--- config.mk ---
export PLATFORM = sky130hd
export DESIGN_NAME = lru_method_cache_tags
export DESIGN_NICKNAME = d
export VERILOG_FILES = /design/src/sv/lmct_pkg.sv /design/src/sv/lru_method_cache_tags.sv /design/src/sv/lmct_cell.sv
export SDC_FILE = /design/constraint.sdc
export NUM_CORES = 2
export LEC_CHECK = 0
export BUFFER_PORTS_ARGS = -buffer_cell sky130_fd_sc_hd__buf_2
export CORE_MARGIN = 5
export CORE_UTILIZATION = 50
export CTS_CLUSTER_DIAMETER = 200
export DETAILED_ROUTE_END_ITERATION = 6
export PLACE_DENSITY = 0.68
export RECOVER_POWER = 25
export SLEW_MARGIN = 10
export SYNTH_ARGS = -nofsm -noshare
export SYNTH_HDL_FRONTEND = slang
export SYNTH_SLANG_ARGS = --single-unit
--- constraint.sdc ---
create_clock -name clock -period 6.2 [get_ports clock]
set_clock_uncertainty 0.1 [all_clocks]
set_input_delay 1.55 -clock clock [delete_from_list [all_inputs] [get_ports clock]]
set_output_delay 1.55 -clock clock [all_outputs]
set_load 0.1 [all_outputs]
--- src/sv/lmct_pkg.sv ---
// Shared types and codes of the method cache tag manager.
// No dependencies; used by lmct_cell and lru_method_cache_tags.
package lmct_pkg;

   typedef struct packed {
      logic [1:0]  kind;
      logic [31:0] method_address;
      logic [31:0] size_word;
   } req_type;

   typedef struct packed {
      logic [2:0] status;
      logic [3:0] active_slot;
      logic [4:0] evicted_by_capacity;
      logic [4:0] evicted_by_tag;
      logic [4:0] released_blocks;
      logic [4:0] resident_methods;
      logic [4:0] resident_blocks;
   } rsp_type;

   typedef struct packed {
      logic take_upper;
      logic load_new;
   } cell_ctrl_type;

   typedef enum logic [2:0] {
      ST_IDLE, ST_SEARCH, ST_DECIDE, ST_EVICT, ST_INSERT, ST_MOVE, ST_REPLY
   } state_type;

   localparam logic [1:0] KIND_LOAD   = 2'd0;
   localparam logic [1:0] KIND_START  = 2'd1;
   localparam logic [1:0] KIND_FLUSH  = 2'd2;
   localparam logic [1:0] KIND_UNUSED = 2'd3;

   localparam logic [2:0] STATUS_HIT      = 3'd0;
   localparam logic [2:0] STATUS_MISS     = 3'd1;
   localparam logic [2:0] STATUS_RELOAD   = 3'd2;
   localparam logic [2:0] STATUS_SIZE_ERR = 3'd3;
   localparam logic [2:0] STATUS_DONE     = 3'd4;

   localparam logic CSR_MAX_METHODS = 1'b0;
   localparam logic CSR_BLOCK_LOG2  = 1'b1;

   localparam logic [31:0] DISP_FLAG = 32'h0001_0000;

endpackage

--- src/sv/lru_method_cache_tags.sv ---
// Top level of the LRU method cache tag manager: sequencer, counters, row of slot cells.
// Depends on lmct_pkg and lmct_cell.
//
//  channel | ports                          | transfer
//  request | start, busy, req_data          | start high while busy low
//  result  | rsp_strobe, rsp_data           | every cycle rsp_strobe is high
//  config  | csr_we, csr_index, csr_wdata   | every cycle csr_we is high
//
// A request goes from its accepting edge through SEARCH, DECIDE, REPLY (size error,
// flush, unused kind), SEARCH, DECIDE, MOVE, REPLY with a table move (hit, reload,
// start), and for a miss SEARCH, DECIDE, EVICT, INSERT, MOVE, REPLY, EVICT taking
// one entry per cycle. busy is high until the result cycle ends; the next transfer follows.
// Reset empties the table at once; slot contents need no clearing.
// The result is shown for one cycle; the receiver cannot stall it.
module lru_method_cache_tags #(
   parameter int NUM_ENTRIES = 16,
   parameter int ADDR_WIDTH = 32
) (
   input  logic              clock,
   input  logic              reset,
   input  logic              start,
   output logic              busy,
   input  lmct_pkg::req_type req_data,
   output logic              rsp_strobe,
   output lmct_pkg::rsp_type rsp_data,
   input  logic              csr_we,
   input  logic              csr_index,
   input  logic [4:0]        csr_wdata
);

   localparam int IW = (NUM_ENTRIES > 1) ? $clog2(NUM_ENTRIES) : 1;
   localparam int CW = $clog2(NUM_ENTRIES + 1);
   localparam int XW = ((CW > 5) ? CW : 5) + 1;
   localparam logic [IW-1:0] HEAD = IW'(NUM_ENTRIES - 1);
   localparam logic [XW-1:0] NX = XW'(NUM_ENTRIES);

   lmct_pkg::state_type state_ff, state_in;

   logic [1:0]            kind_ff, kind_in;
   logic [ADDR_WIDTH-1:0] addr_ff, addr_in;
   logic                  flag_ff, flag_in;
   logic [CW-1:0]         nb_ff, nb_in;
   logic                  bad_ff, bad_in;
   logic [NUM_ENTRIES-1:0] match_ff, match_in;
   logic [CW-1:0]         mc_ff, mc_in, bc_ff, bc_in, dc_ff, dc_in;
   logic [IW-1:0]         active_ff, active_in;
   logic [2:0]            status_ff, status_in;
   logic [CW-1:0]         evc_ff, evc_in, evt_ff, evt_in, evb_ff, evb_in;
   logic [IW-1:0]         from_ff, from_in, to_ff, to_in;
   logic [ADDR_WIDTH-1:0] nbase_ff, nbase_in;
   logic [CW-1:0]         nblk_ff, nblk_in;
   logic                  ndisp_ff, ndisp_in;
   logic [4:0]            maxm_ff, bsl_ff;

   logic [ADDR_WIDTH-1:0] base_arr [NUM_ENTRIES];
   logic [CW-1:0]         blk_arr  [NUM_ENTRIES];
   logic                  disp_arr [NUM_ENTRIES];
   logic [NUM_ENTRIES-1:0] match_raw;

   logic [31:0]   bytes_c, shifted_c;
   logic [32:0]   nb_full_c;
   logic          found_c;
   logic [IW-1:0] idx_c;

   always_ff @(posedge clock) begin
      if (reset) begin
         maxm_ff <= 5'd16;
         bsl_ff  <= 5'd5;
      end else if (csr_we) begin
         unique case (csr_index)
            lmct_pkg::CSR_MAX_METHODS: maxm_ff <= csr_wdata;
            lmct_pkg::CSR_BLOCK_LOG2:  bsl_ff  <= csr_wdata;
            default: ;
         endcase
      end
   end

   genvar gi;
   generate
      for (gi = 0; gi < NUM_ENTRIES; gi++) begin : g_cell
         lmct_pkg::cell_ctrl_type ctrl;
         logic [ADDR_WIDTH-1:0]   ub;
         logic [CW-1:0]           ubl;
         logic                    ud;
         assign ctrl.take_upper = (state_ff == lmct_pkg::ST_MOVE) &&
                                  (IW'(gi) >= from_ff) && (IW'(gi) < to_ff);
         assign ctrl.load_new   = (state_ff == lmct_pkg::ST_MOVE) && (IW'(gi) == to_ff);
         if (gi == NUM_ENTRIES - 1) begin : g_top
            assign ub  = nbase_ff;
            assign ubl = nblk_ff;
            assign ud  = ndisp_ff;
         end else begin : g_mid
            assign ub  = base_arr[gi+1];
            assign ubl = blk_arr[gi+1];
            assign ud  = disp_arr[gi+1];
         end
         lmct_cell #(.ADDR_WIDTH(ADDR_WIDTH), .BW(CW)) u_cell (
            .clock(clock), .ctrl(ctrl),
            .up_base(ub), .up_blocks(ubl), .up_disp(ud),
            .new_base(nbase_ff), .new_blocks(nblk_ff), .new_disp(ndisp_ff),
            .cmp_addr(addr_ff),
            .base(base_arr[gi]), .blocks(blk_arr[gi]), .disp(disp_arr[gi]),
            .match(match_raw[gi])
         );
      end
   endgenerate

   always_comb begin
      found_c = 1'b0;
      idx_c   = '0;
      for (int i = 0; i < NUM_ENTRIES; i++) begin
         if (match_ff[i]) begin
            found_c = 1'b1;
            idx_c   = IW'(i);
         end
      end
   end

   assign bytes_c   = req_data.size_word & ~lmct_pkg::DISP_FLAG;
   assign shifted_c = (bytes_c - 32'd1) >> bsl_ff;
   assign nb_full_c = (bytes_c == 32'd0) ? 33'd0 : ({1'b0, shifted_c} + 33'd1);

   always_ff @(posedge clock) begin
      if (reset) begin
         state_ff  <= lmct_pkg::ST_IDLE;
         mc_ff     <= '0;
         bc_ff     <= '0;
         dc_ff     <= '0;
         active_ff <= HEAD;
      end else begin
         state_ff  <= state_in;
         mc_ff     <= mc_in;
         bc_ff     <= bc_in;
         dc_ff     <= dc_in;
         active_ff <= active_in;
      end
      kind_ff  <= kind_in;
      addr_ff  <= addr_in;
      flag_ff  <= flag_in;
      nb_ff    <= nb_in;
      bad_ff   <= bad_in;
      match_ff <= match_in;
      status_ff <= status_in;
      evc_ff   <= evc_in;
      evt_ff   <= evt_in;
      evb_ff   <= evb_in;
      from_ff  <= from_in;
      to_ff    <= to_in;
      nbase_ff <= nbase_in;
      nblk_ff  <= nblk_in;
      ndisp_ff <= ndisp_in;
   end

   always_comb begin
      logic [XW-1:0] nondisp, insw, limit, tailw, mc1, dc1;
      logic [IW-1:0] ins, tail, cur;
      logic          over;
      logic [CW-1:0] eb;
      state_in  = state_ff;
      kind_in   = kind_ff;
      addr_in   = addr_ff;
      flag_in   = flag_ff;
      nb_in     = nb_ff;
      bad_in    = bad_ff;
      match_in  = match_ff;
      mc_in     = mc_ff;
      bc_in     = bc_ff;
      dc_in     = dc_ff;
      active_in = active_ff;
      status_in = status_ff;
      evc_in    = evc_ff;
      evt_in    = evt_ff;
      evb_in    = evb_ff;
      from_in   = from_ff;
      to_in     = to_ff;
      nbase_in  = nbase_ff;
      nblk_in   = nblk_ff;
      ndisp_in  = ndisp_ff;
      nondisp = '0;
      insw    = '0;
      limit   = (maxm_ff == 5'd0) ? XW'(1) : XW'(maxm_ff);
      tailw   = NX - XW'(mc_ff);
      tail    = tailw[IW-1:0];
      eb      = blk_arr[tail];
      over    = (XW'(bc_ff) + XW'(nb_ff)) > NX;
      mc1     = '0;
      dc1     = '0;
      ins     = '0;
      cur     = '0;
      unique case (state_ff)
         lmct_pkg::ST_IDLE: begin
            if (start) begin
               kind_in   = req_data.kind;
               addr_in   = ADDR_WIDTH'(req_data.method_address);
               flag_in   = req_data.size_word[16];
               nb_in     = CW'(nb_full_c);
               bad_in    = (nb_full_c == 33'd0) || (nb_full_c > 33'(NUM_ENTRIES));
               status_in = lmct_pkg::STATUS_DONE;
               evc_in    = '0;
               evt_in    = '0;
               evb_in    = '0;
               state_in  = lmct_pkg::ST_SEARCH;
            end
         end
         lmct_pkg::ST_SEARCH: begin
            for (int i = 0; i < NUM_ENTRIES; i++) begin
               match_in[i] = match_raw[i] && ((XW'(i) + XW'(mc_ff)) >= NX);
            end
            state_in = lmct_pkg::ST_DECIDE;
         end
         lmct_pkg::ST_DECIDE: begin
            state_in = lmct_pkg::ST_REPLY;
            priority case (kind_ff)
               lmct_pkg::KIND_LOAD: begin
                  if (found_c && !disp_arr[idx_c]) begin
                     from_in   = idx_c;
                     to_in     = HEAD;
                     nbase_in  = base_arr[idx_c];
                     nblk_in   = blk_arr[idx_c];
                     ndisp_in  = 1'b0;
                     active_in = HEAD;
                     status_in = lmct_pkg::STATUS_HIT;
                     state_in  = lmct_pkg::ST_MOVE;
                  end else if (bad_ff) begin
                     status_in = lmct_pkg::STATUS_SIZE_ERR;
                  end else if (found_c) begin
                     nondisp = XW'(mc_ff) - XW'(dc_ff);
                     insw = (nondisp < NX) ? (NX - XW'(1) - nondisp) : '0;
                     ins  = insw[IW-1:0];
                     if (ins < idx_c) ins = idx_c;
                     from_in   = idx_c;
                     to_in     = ins;
                     nbase_in  = base_arr[idx_c];
                     nblk_in   = blk_arr[idx_c];
                     ndisp_in  = 1'b1;
                     active_in = ins;
                     status_in = lmct_pkg::STATUS_RELOAD;
                     state_in  = lmct_pkg::ST_MOVE;
                  end else begin
                     status_in = lmct_pkg::STATUS_MISS;
                     state_in  = lmct_pkg::ST_EVICT;
                  end
               end
               lmct_pkg::KIND_START: begin
                  if (bad_ff) begin
                     status_in = lmct_pkg::STATUS_SIZE_ERR;
                  end else begin
                     from_in   = HEAD;
                     to_in     = HEAD;
                     nbase_in  = addr_ff;
                     nblk_in   = nb_ff;
                     ndisp_in  = flag_ff;
                     mc_in     = CW'(1);
                     bc_in     = nb_ff;
                     dc_in     = CW'(flag_ff);
                     active_in = HEAD;
                     state_in  = lmct_pkg::ST_MOVE;
                  end
               end
               lmct_pkg::KIND_FLUSH: begin
                  if (mc_ff >= CW'(2)) begin
                     evb_in    = (bc_ff >= blk_arr[HEAD]) ? (bc_ff - blk_arr[HEAD]) : '0;
                     mc_in     = CW'(1);
                     bc_in     = blk_arr[HEAD];
                     dc_in     = CW'(disp_arr[HEAD]);
                     active_in = HEAD;
                  end
               end
               default: ;
            endcase
         end
         lmct_pkg::ST_EVICT: begin
            if (mc_ff != '0 && (over || XW'(mc_ff) >= limit)) begin
               if (over) evc_in = evc_ff + CW'(1);
               else evt_in = evt_ff + CW'(1);
               evb_in = evb_ff + eb;
               bc_in  = (bc_ff >= eb) ? (bc_ff - eb) : '0;
               if (disp_arr[tail] && dc_ff != '0) dc_in = dc_ff - CW'(1);
               mc_in  = mc_ff - CW'(1);
            end else begin
               state_in = lmct_pkg::ST_INSERT;
            end
         end
         lmct_pkg::ST_INSERT: begin
            mc1     = XW'(mc_ff) + XW'(1);
            dc1     = XW'(dc_ff) + XW'(flag_ff);
            nondisp = mc1 - dc1;
            insw    = (flag_ff && nondisp < NX) ? (NX - XW'(1) - nondisp) : (NX - XW'(1));
            tailw   = NX - mc1;
            cur     = tailw[IW-1:0];
            ins     = insw[IW-1:0];
            if (ins < cur) ins = cur;
            mc_in     = CW'(mc1);
            dc_in     = CW'(dc1);
            bc_in     = bc_ff + nb_ff;
            from_in   = cur;
            to_in     = ins;
            nbase_in  = addr_ff;
            nblk_in   = nb_ff;
            ndisp_in  = flag_ff;
            active_in = ins;
            state_in  = lmct_pkg::ST_MOVE;
         end
         lmct_pkg::ST_MOVE: begin
            state_in = lmct_pkg::ST_REPLY;
         end
         lmct_pkg::ST_REPLY: begin
            state_in = lmct_pkg::ST_IDLE;
         end
         default: begin
            state_in = lmct_pkg::ST_IDLE;
         end
      endcase
   end

   logic [31:0] act_ext, evc_ext, evt_ext, evb_ext, mc_ext, bc_ext;
   assign act_ext = 32'(active_ff);
   assign evc_ext = 32'(evc_ff);
   assign evt_ext = 32'(evt_ff);
   assign evb_ext = 32'(evb_ff);
   assign mc_ext  = 32'(mc_ff);
   assign bc_ext  = 32'(bc_ff);

   assign busy       = (state_ff != lmct_pkg::ST_IDLE);
   assign rsp_strobe = (state_ff == lmct_pkg::ST_REPLY);
   assign rsp_data.status              = status_ff;
   assign rsp_data.active_slot         = act_ext[3:0];
   assign rsp_data.evicted_by_capacity = evc_ext[4:0];
   assign rsp_data.evicted_by_tag      = evt_ext[4:0];
   assign rsp_data.released_blocks     = evb_ext[4:0];
   assign rsp_data.resident_methods    = mc_ext[4:0];
   assign rsp_data.resident_blocks     = bc_ext[4:0];

   a_disp_le_methods: assert property (@(posedge clock) disable iff (reset)
      dc_ff <= mc_ff) else $error("disposable count exceeds method count");
   a_blocks_bounded: assert property (@(posedge clock) disable iff (reset)
      XW'(bc_ff) <= NX) else $error("block count exceeds table");
   a_reply_ends: assert property (@(posedge clock) disable iff (reset)
      rsp_strobe |=> !busy) else $error("result not followed by idle");
   a_methods_bounded: assert property (@(posedge clock) disable iff (reset)
      XW'(mc_ff) <= NX) else $error("method count exceeds table");

endmodule

--- src/sv/lmct_cell.sv ---
// One table slot: base, block count, disposable mark; shifted from the upper neighbor or loaded new.
// Depends on lmct_pkg.
module lmct_cell #(
   parameter int ADDR_WIDTH = 32,
   parameter int BW = 5
) (
   input  logic                      clock,
   input  lmct_pkg::cell_ctrl_type   ctrl,
   input  logic [ADDR_WIDTH-1:0]     up_base,
   input  logic [BW-1:0]             up_blocks,
   input  logic                      up_disp,
   input  logic [ADDR_WIDTH-1:0]     new_base,
   input  logic [BW-1:0]             new_blocks,
   input  logic                      new_disp,
   input  logic [ADDR_WIDTH-1:0]     cmp_addr,
   output logic [ADDR_WIDTH-1:0]     base,
   output logic [BW-1:0]             blocks,
   output logic                      disp,
   output logic                      match
);

   logic [ADDR_WIDTH-1:0] base_ff;
   logic [BW-1:0]         blocks_ff;
   logic                  disp_ff;

   always_ff @(posedge clock) begin
      if (ctrl.load_new) begin
         base_ff   <= new_base;
         blocks_ff <= new_blocks;
         disp_ff   <= new_disp;
      end else if (ctrl.take_upper) begin
         base_ff   <= up_base;
         blocks_ff <= up_blocks;
         disp_ff   <= up_disp;
      end
   end

   assign base   = base_ff;
   assign blocks = blocks_ff;
   assign disp   = disp_ff;
   assign match  = (base_ff == cmp_addr);

endmodule
---- Word level (Yosys, flattened, before mapping) ----
Cells that the tools add are included.
operators by class
  multiplexer cells ....................... 223
  $lt $le $gt $ge ......................... 60
  $mul .................................... 0
  reductions and logical operators ........ 113
  shifts and indexed selects .............. 1
  add/subtract/negate cells ............... 33
  bitwise operators ....................... 3
  equal/unequal tests ..................... 55
  div/mod/pow operators ................... 0
operators with widths
  kind                     count
  $mux W32                 38
  $eq A32 B32 Y1           16
  $mux W5                  60
  $bmux W32 S4             1
  $pmux W32 S2             2
  $mux W4                  26
  $ge A6 B5 Y1 const B     15
  $pmux W5 S2              7
  $logic_and A1 B1 Y1      68
  $pmux W5 S3              4
  $mux W1                  57
  $add A4 B5 Y6 const A    8
  $bmux W5 S4              2
  $pmux W4 S2              5
  $reduce_bool A2 Y1       19
  $add A32 B1 Y33 const B  1
  $gt A33 B5 Y1 const B    1
  $logic_not A33 Y1        1
  $mux W33                 1
  $eq A4 B4 Y1 const A     8
  $ge A4 B4 Y1 const A     8
  $logic_not A32 Y1        1
  $lt A4 B4 Y1 const A     8
  $shr A32 B5 Y32          1
  other kinds (61)         130
storage, ports and cells
  memories kept ........................... 0
  register bits ........................... 761
  logic and storage cells ................. 558
  RAM bits ................................ 0
  output and inout bits ................... 34
  latch bits .............................. 0
  input bits .............................. 76
  memory bits (read-only) ................. 0

---- Depth between registers and ports, before layout ----
  word-level depth ........................ 24
  mapped depth ............................ 24
  gate-level depth less buffers ........... 20

---- Hierarchy ----
A second synthesis with hierarchy kept.
unflattened totals
  cell total of the unflattened synthesis .. 4,703
  area total of the unflattened synthesis .. 50,469.7 um2
by module, submodules not included
  module                 area each (um2)  cells each  sequential area each (um2)  instances
  lmct_cell              1,954.4          124         1,141.1                     16
  lru_method_cache_tags  19,199.7         2,719       4,274.1                     1

---- Least setup slack after synthesis ----
Ideal clock, no wire load.
  path type ............................... input to register
  from .................................... in req_data[8] in the netlist's numbering
  to ...................................... reg bad_ff (data pin)
  library setup time ...................... 0.269 ns
  setup slack ............................. -0.369 ns
  required time ........................... 5.831 ns
  buffers on the path ..................... 5
  stages .................................. 20
  data arrival time ....................... 6.200 ns
  cell sequence ........................... buf_2 -> or4_4 -> buf_6 -> or4_4 -> buf_6 -> or4_4 -> buf_6 -> xnor2_2 -> o221ai_2 -> nor2_1 -> or4_1 -> clkbuf_1 -> ha_1 -> and3_1 -> a31oi_1 -> nor3_1 -> mux2i_1 -> a2111o_1 -> nor4_2 -> nand4_1
on the way
  word-level cells in the longest chain between the ends .. 6
  elaborated cells between the ends (all ways) .. 8
  classes of those cells .................. 2 x add/sub; 1 x order compare; 1 x shift; 1 x mux; 3 x reduce/logical
RTL lines
  item                                                       RTL line                      text
  from (decl)                                                lru_method_cache_tags.sv:23   input lmct_pkg::req_type req_data,
  $sub A32 B1 Y32                                            lru_method_cache_tags.sv:120  assign shifted_c = (bytes_c - 32'd1) >> bsl_ff;
  $shr A32 B5 Y32                                            lru_method_cache_tags.sv:120
  $add A32 B1 Y33                                            lru_method_cache_tags.sv:121  assign nb_full_c = (bytes_c == 32'd0) ? 33'd0 : ({1'b0, shifted_c} + 33'd1);
  $mux W33 *                                                 lru_method_cache_tags.sv:121
  $gt A33 B5 Y1 / $logic_not A33 Y1 (equally long branches)  lru_method_cache_tags.sv:197  bad_in = (nb_full_c == 33'd0) || (nb_full_c > 33'(NUM_ENTRIES));
  $logic_or A1 B1 Y1 *                                       lru_method_cache_tags.sv:197
  to (signal assigned)                                       lru_method_cache_tags.sv:141  bad_ff <= bad_in;
  to (decl)                                                  lru_method_cache_tags.sv:43   logic bad_ff, bad_in;
Every way passes the cells marked *; elsewhere a longest branch is shown, timed or not.
A chain may end at the register's enable or synchronous reset.

---- Worst setup path in the final report ----
  from .................................... reg state_ff[1]
  to ...................................... reg g_cell[4].u_cell.base_ff[4], enable pin
on the way
  word-level cells in the longest chain between the ends .. 4
  elaborated cells between the ends (all ways) .. 5
  classes of those cells .................. 1 x eq/ne; 4 x reduce/logical
RTL lines
  item                            RTL line                                                  text
  from (decl)                     lru_method_cache_tags.sv:37                               lmct_pkg::state_type state_ff, state_in;
  from (signal assigned)          lru_method_cache_tags.sv:125                              state_ff <= lmct_pkg::ST_IDLE;
  from (signal assigned)          lru_method_cache_tags.sv:131                              state_ff <= state_in;
  $eq A3 B3 Y1 *                  lru_method_cache_tags.sv:85, lru_method_cache_tags.sv:87
  $logic_and A1 B1 Y1             lru_method_cache_tags.sv:85                               assign ctrl.take_upper = (state_ff == lmct_pkg::ST_MOVE) &&
  $logic_and A1 B1 Y1             lru_method_cache_tags.sv:86                               (IW'(gi) >= from_ff) && (IW'(gi) < to_ff);
  $reduce_bool A2 Y1 (no line) *  --
  to (signal assigned)            lmct_cell.sv:28                                           base_ff <= new_base;
  to (signal assigned)            lmct_cell.sv:32                                           base_ff <= up_base;
  to (decl)                       lmct_cell.sv:22                                           logic [ADDR_WIDTH-1:0] base_ff;
Marked as above.

==> parameters.txt <==
Parameter                              Value

Run status
  Run status    finished, violations left
  Violations in the final reports    max-capacitance violations, max-slew violations, negative setup slack

Min path
  Endpoint with the worst hold slack    active_ff[0]
  Worst hold stages    1
  Start point of the worst min-delay path    active_ff[0]
  Path class of the lowest-slack min-delay path    flop to flop

Die
  Number of rows created at floorplan    ~120
  Boundary pin count    110
  Core outline area    approximately 100000 µm²
  Height of the die    326 µm
  Initial cell density of the core    50.2%
  Overall die width    326 µm
  Die outline area    106000 µm²

Detailed routing
  Wirelength per Cell    33.7 µm
  Total Wirelength    208000 µm
  Via density per instance    6.92
  Number of remaining DRC errors    0
  Remaining antenna violation count after routing    0
  Detailed-route via count    42757
  TritonRoute pass-1 iters    7
  Violation count after the first detailed-routing iteration    7141

Clock network
  Max Root-Sink Buffers    3
  CTS tree    built
  Resize count post-CTS    0
  Latest clock arrival within the worst-skew pair    680 ps
  Hold buffer count at CTS    0
  Clock root cell    sky130_fd_sc_hd__clkbuf_16
  CTS clk-pin slew, worst paths    60 ps
  CTS H-tree lvls    3
  Clock sink count    761
  Post-CTS setup buffer count    0
  TritonCTS buffer count    88

Worst setup path
  Cells along the critical path    nor2b_1 -> clkbuf_1 -> nand4_1 -> clkbuf_1 -> o21ai_4 -> buf_4
  Delay of the slowest cell on the worst path    2940 ps
  CP max-delay cell    sky130_fd_sc_hd__clkbuf_1
  Critical path startpoint category    flop
  Terminus of the critical flop-to-flop path    g_cell[4].u_cell.base[4]
  CP Data Arrival Time    6670 ps
  Required time at the worst-slack endpoint    6470 ps
  Worst setup slack for register-to-register paths    -210 ps
  Kind of end point of the critical path    flop
  Worst reg2reg path startpoint    state_ff[1]
  Cells on worst reg2reg path    6
  Critical path start-end classification    flop to flop
  Critical path fanouts, max    39
  Cell repeated most along the worst path    sky130_fd_sc_hd__clkbuf_1

Synthesis
  Most used standard cell by instance count after synthesis    sky130_fd_sc_hd__edfxtp_1
  Post-synth net total    between 4000 and 5000
  Async set-or-reset flop fraction in the synthesized netlist    0%
  Combined area of all synthesized cells    49900 µm²
  Dominant cell type by area after synthesis    sky130_fd_sc_hd__edfxtp_1
  Syn. warnings    0
  Area share of the leading cell type in the synthesized netlist    43.8%
  Count of flip-flops with a built-in enable after synthesis    729
  Average size of a mapped cell    10.6 µm²
  Cell count after synthesis    4689
  Count of unique library cells instantiated by Yosys    105
  Post-synthesis sequential area ratio    45.1%
  Top post-synthesis cells by area    sky130_fd_sc_hd__edfxtp_1, sky130_fd_sc_hd__mux2_2, sky130_fd_sc_hd__nand2_1
  Most used flip-flop cell after synthesis    sky130_fd_sc_hd__edfxtp_1
  Flip-flop and latch count after synthesis    between 700 and 800
  Top cell types by occurrence after synthesis    sky130_fd_sc_hd__edfxtp_1, sky130_fd_sc_hd__nand2_1, sky130_fd_sc_hd__mux2_2

Cells and area
  Final net count    4930
  Fill cell total of the finished layout    8531
  Non-filler instance count after layout    6178
  Fraction of layout instances using a drive strength above 1    25.2%
  Multi-input combinational cell area    25900 µm²
  Post-synthesis to final-layout area growth    12.5%
  Register Area    22500 µm²

STA
  Minimum setup slack in the final design    -206 ps
  Minimum hold slack    ~410 ps
  Final Hold Fails    0
  Worst slew pin tran    around 4500 ps
  Time the final worst path needs with I/O delays and setup    about 6400 ps
  Fin crit share    103%
  Final Slew Violations    roughly 300
  Worst slew margin relative to its limit    -201%
  Setup total negative slack    -3610 ps
  Setup-violating endpoint count in the final report    19
  Setup repair after global routing missed its margin    false
  Highest achievable clock rate    ~160 MHz

Pwr
  Power Dens Cells    ~270 nW/µm²
  Leakage power    0.0197 µW
  Maximum resistive drop on vdd    229 µV

Global routing
  Number of antenna violations at the first check in global routing    22
  First-pass GRT wire length    294000 µm
  Largest net degree at the start of global routing    approximately 150
  Gr ovfl total    0
  Via count of the first global-routing pass    39516
  Overall fraction of global-route tracks in use    37.7%

Place
  Number of placed cells counting well taps    6003
  IO Port Bufs    approximately 110
  Routability Congestion    between 1 and 1.5
  Detailed Place HPWL    141000 µm

Run
  Maximum capacitance violations    9
## cells by family after synthesis
logic type	count (synthesis)	share of synthesized area [%]
flip-flops	761	45.1
multiplexers	639	15.1
XOR/XNOR	571	10.1
adder cells (fa/ha/maj)	59	1.57
AO/OA/AOI/OAI	620	9.47
buffers and inverters	462	3.55
AND/OR/NAND/NOR	1577	15.1
## routing by layer
metal | share of wire, % | vias up | global-route usage, %
li1 | - | 17740 | -
met1 | 38 | 20908 | 51.9
met2 | 42 | 3434 | 53.9
met3 | 15 | 651 | 13.3
met4 | 5.5 | 24 | 16.1
met5 | 0.13 | - | 0
## power breakdown
group | internal, µW | leakage [µW] | switching (µW) | total, µW
sequential | 5730 | 0.00686 | 226 | 5960
clock | 3110 | 0.00141 | 2310 | 5420
combinational | 1250 | 0.0115 | 2460 | 3710
## flip-flops by register name, indices dropped and copies added (netlist names), 16 cells and up
name / cells
g_cell.u_cell.base: 512
g_cell.u_cell.blocks: 80
addr_ff: 32
g_cell.u_cell.disp: 16
match_ff: 16
g_cell.ub: 32
## final cells by class
class,instances,share of cell area (%)
clock inverters,56,1.02
repair buffers,412,5.18
clock buffers,109,4.17
multi-input cells,3466,46.1
diodes,10,0.0445
well taps,1298,2.89
flip-flops and latches,761,40.1
inverters,66,0.450
## placed cells by master (no fill, tap or decap), types with 61 or more instances in the layout
master                      instances
sky130_fd_sc_hd__edfxtp_1         729
sky130_fd_sc_hd__nand3_1          220
sky130_fd_sc_hd__nor4_1           109
sky130_fd_sc_hd__nand4_1           88
sky130_fd_sc_hd__mux2_2           580
sky130_fd_sc_hd__clkbuf_16         90
sky130_fd_sc_hd__nor2_1           136
sky130_fd_sc_hd__buf_2            105
sky130_fd_sc_hd__nor3_1            61
sky130_fd_sc_hd__o21ai_0           75
sky130_fd_sc_hd__xor2_1           291
sky130_fd_sc_hd__and3_1            87
sky130_fd_sc_hd__a311oi_1         154
sky130_fd_sc_hd__inv_1             61
sky130_fd_sc_hd__xnor2_1          277
sky130_fd_sc_hd__a21oi_1           77
sky130_fd_sc_hd__buf_4            280
sky130_fd_sc_hd__nand2_1          709
## worst max path at each step
| stage | start | endpoint | slack, ps | cells after the start |
|---|---|---|---|---|
| CTS | req_data[0] | bad_ff | 400 | 18 |
| global placement | req_data[0] | bad_ff | -290 | 18 |
| global route | mc_ff[0] | bc_ff[2] | 70 | 15 |
| finish | state_ff[1] | g_cell[4].u_cell.base[4] | -210 | 6 |
| floorplan | req_data[7] | bad_ff | -60 | 20 |
| detailed placement | req_data[0] | bad_ff | -290 | 18 |
## per-stage QoR
stage / power, µW / area, µm² / utilization, % / worst slack [ps]
floorplan: 8240 / 50000 / - / -56.8
global placement: 9600 / 53300 / 53.5 / -290
detailed placement: 9620 / 53300 / 53.5 / -295
CTS: 14900 / 56200 / 56.5 / 399
global route: 15500 / 56100 / 56.4 / 68.5
finish: 15100 / 56200 / 56.4 / -206
## worst max-delay path: cells and delay by family, from the launching register on
family | cells | cell delay [ps]
DFF | 1 | 560
buffers and inverters | 3 | 3860
AOI/OAI and AO/OA | 1 | 1290
and+or+nand+nor | 2 | 240
(Power assumes the default switching activity.)
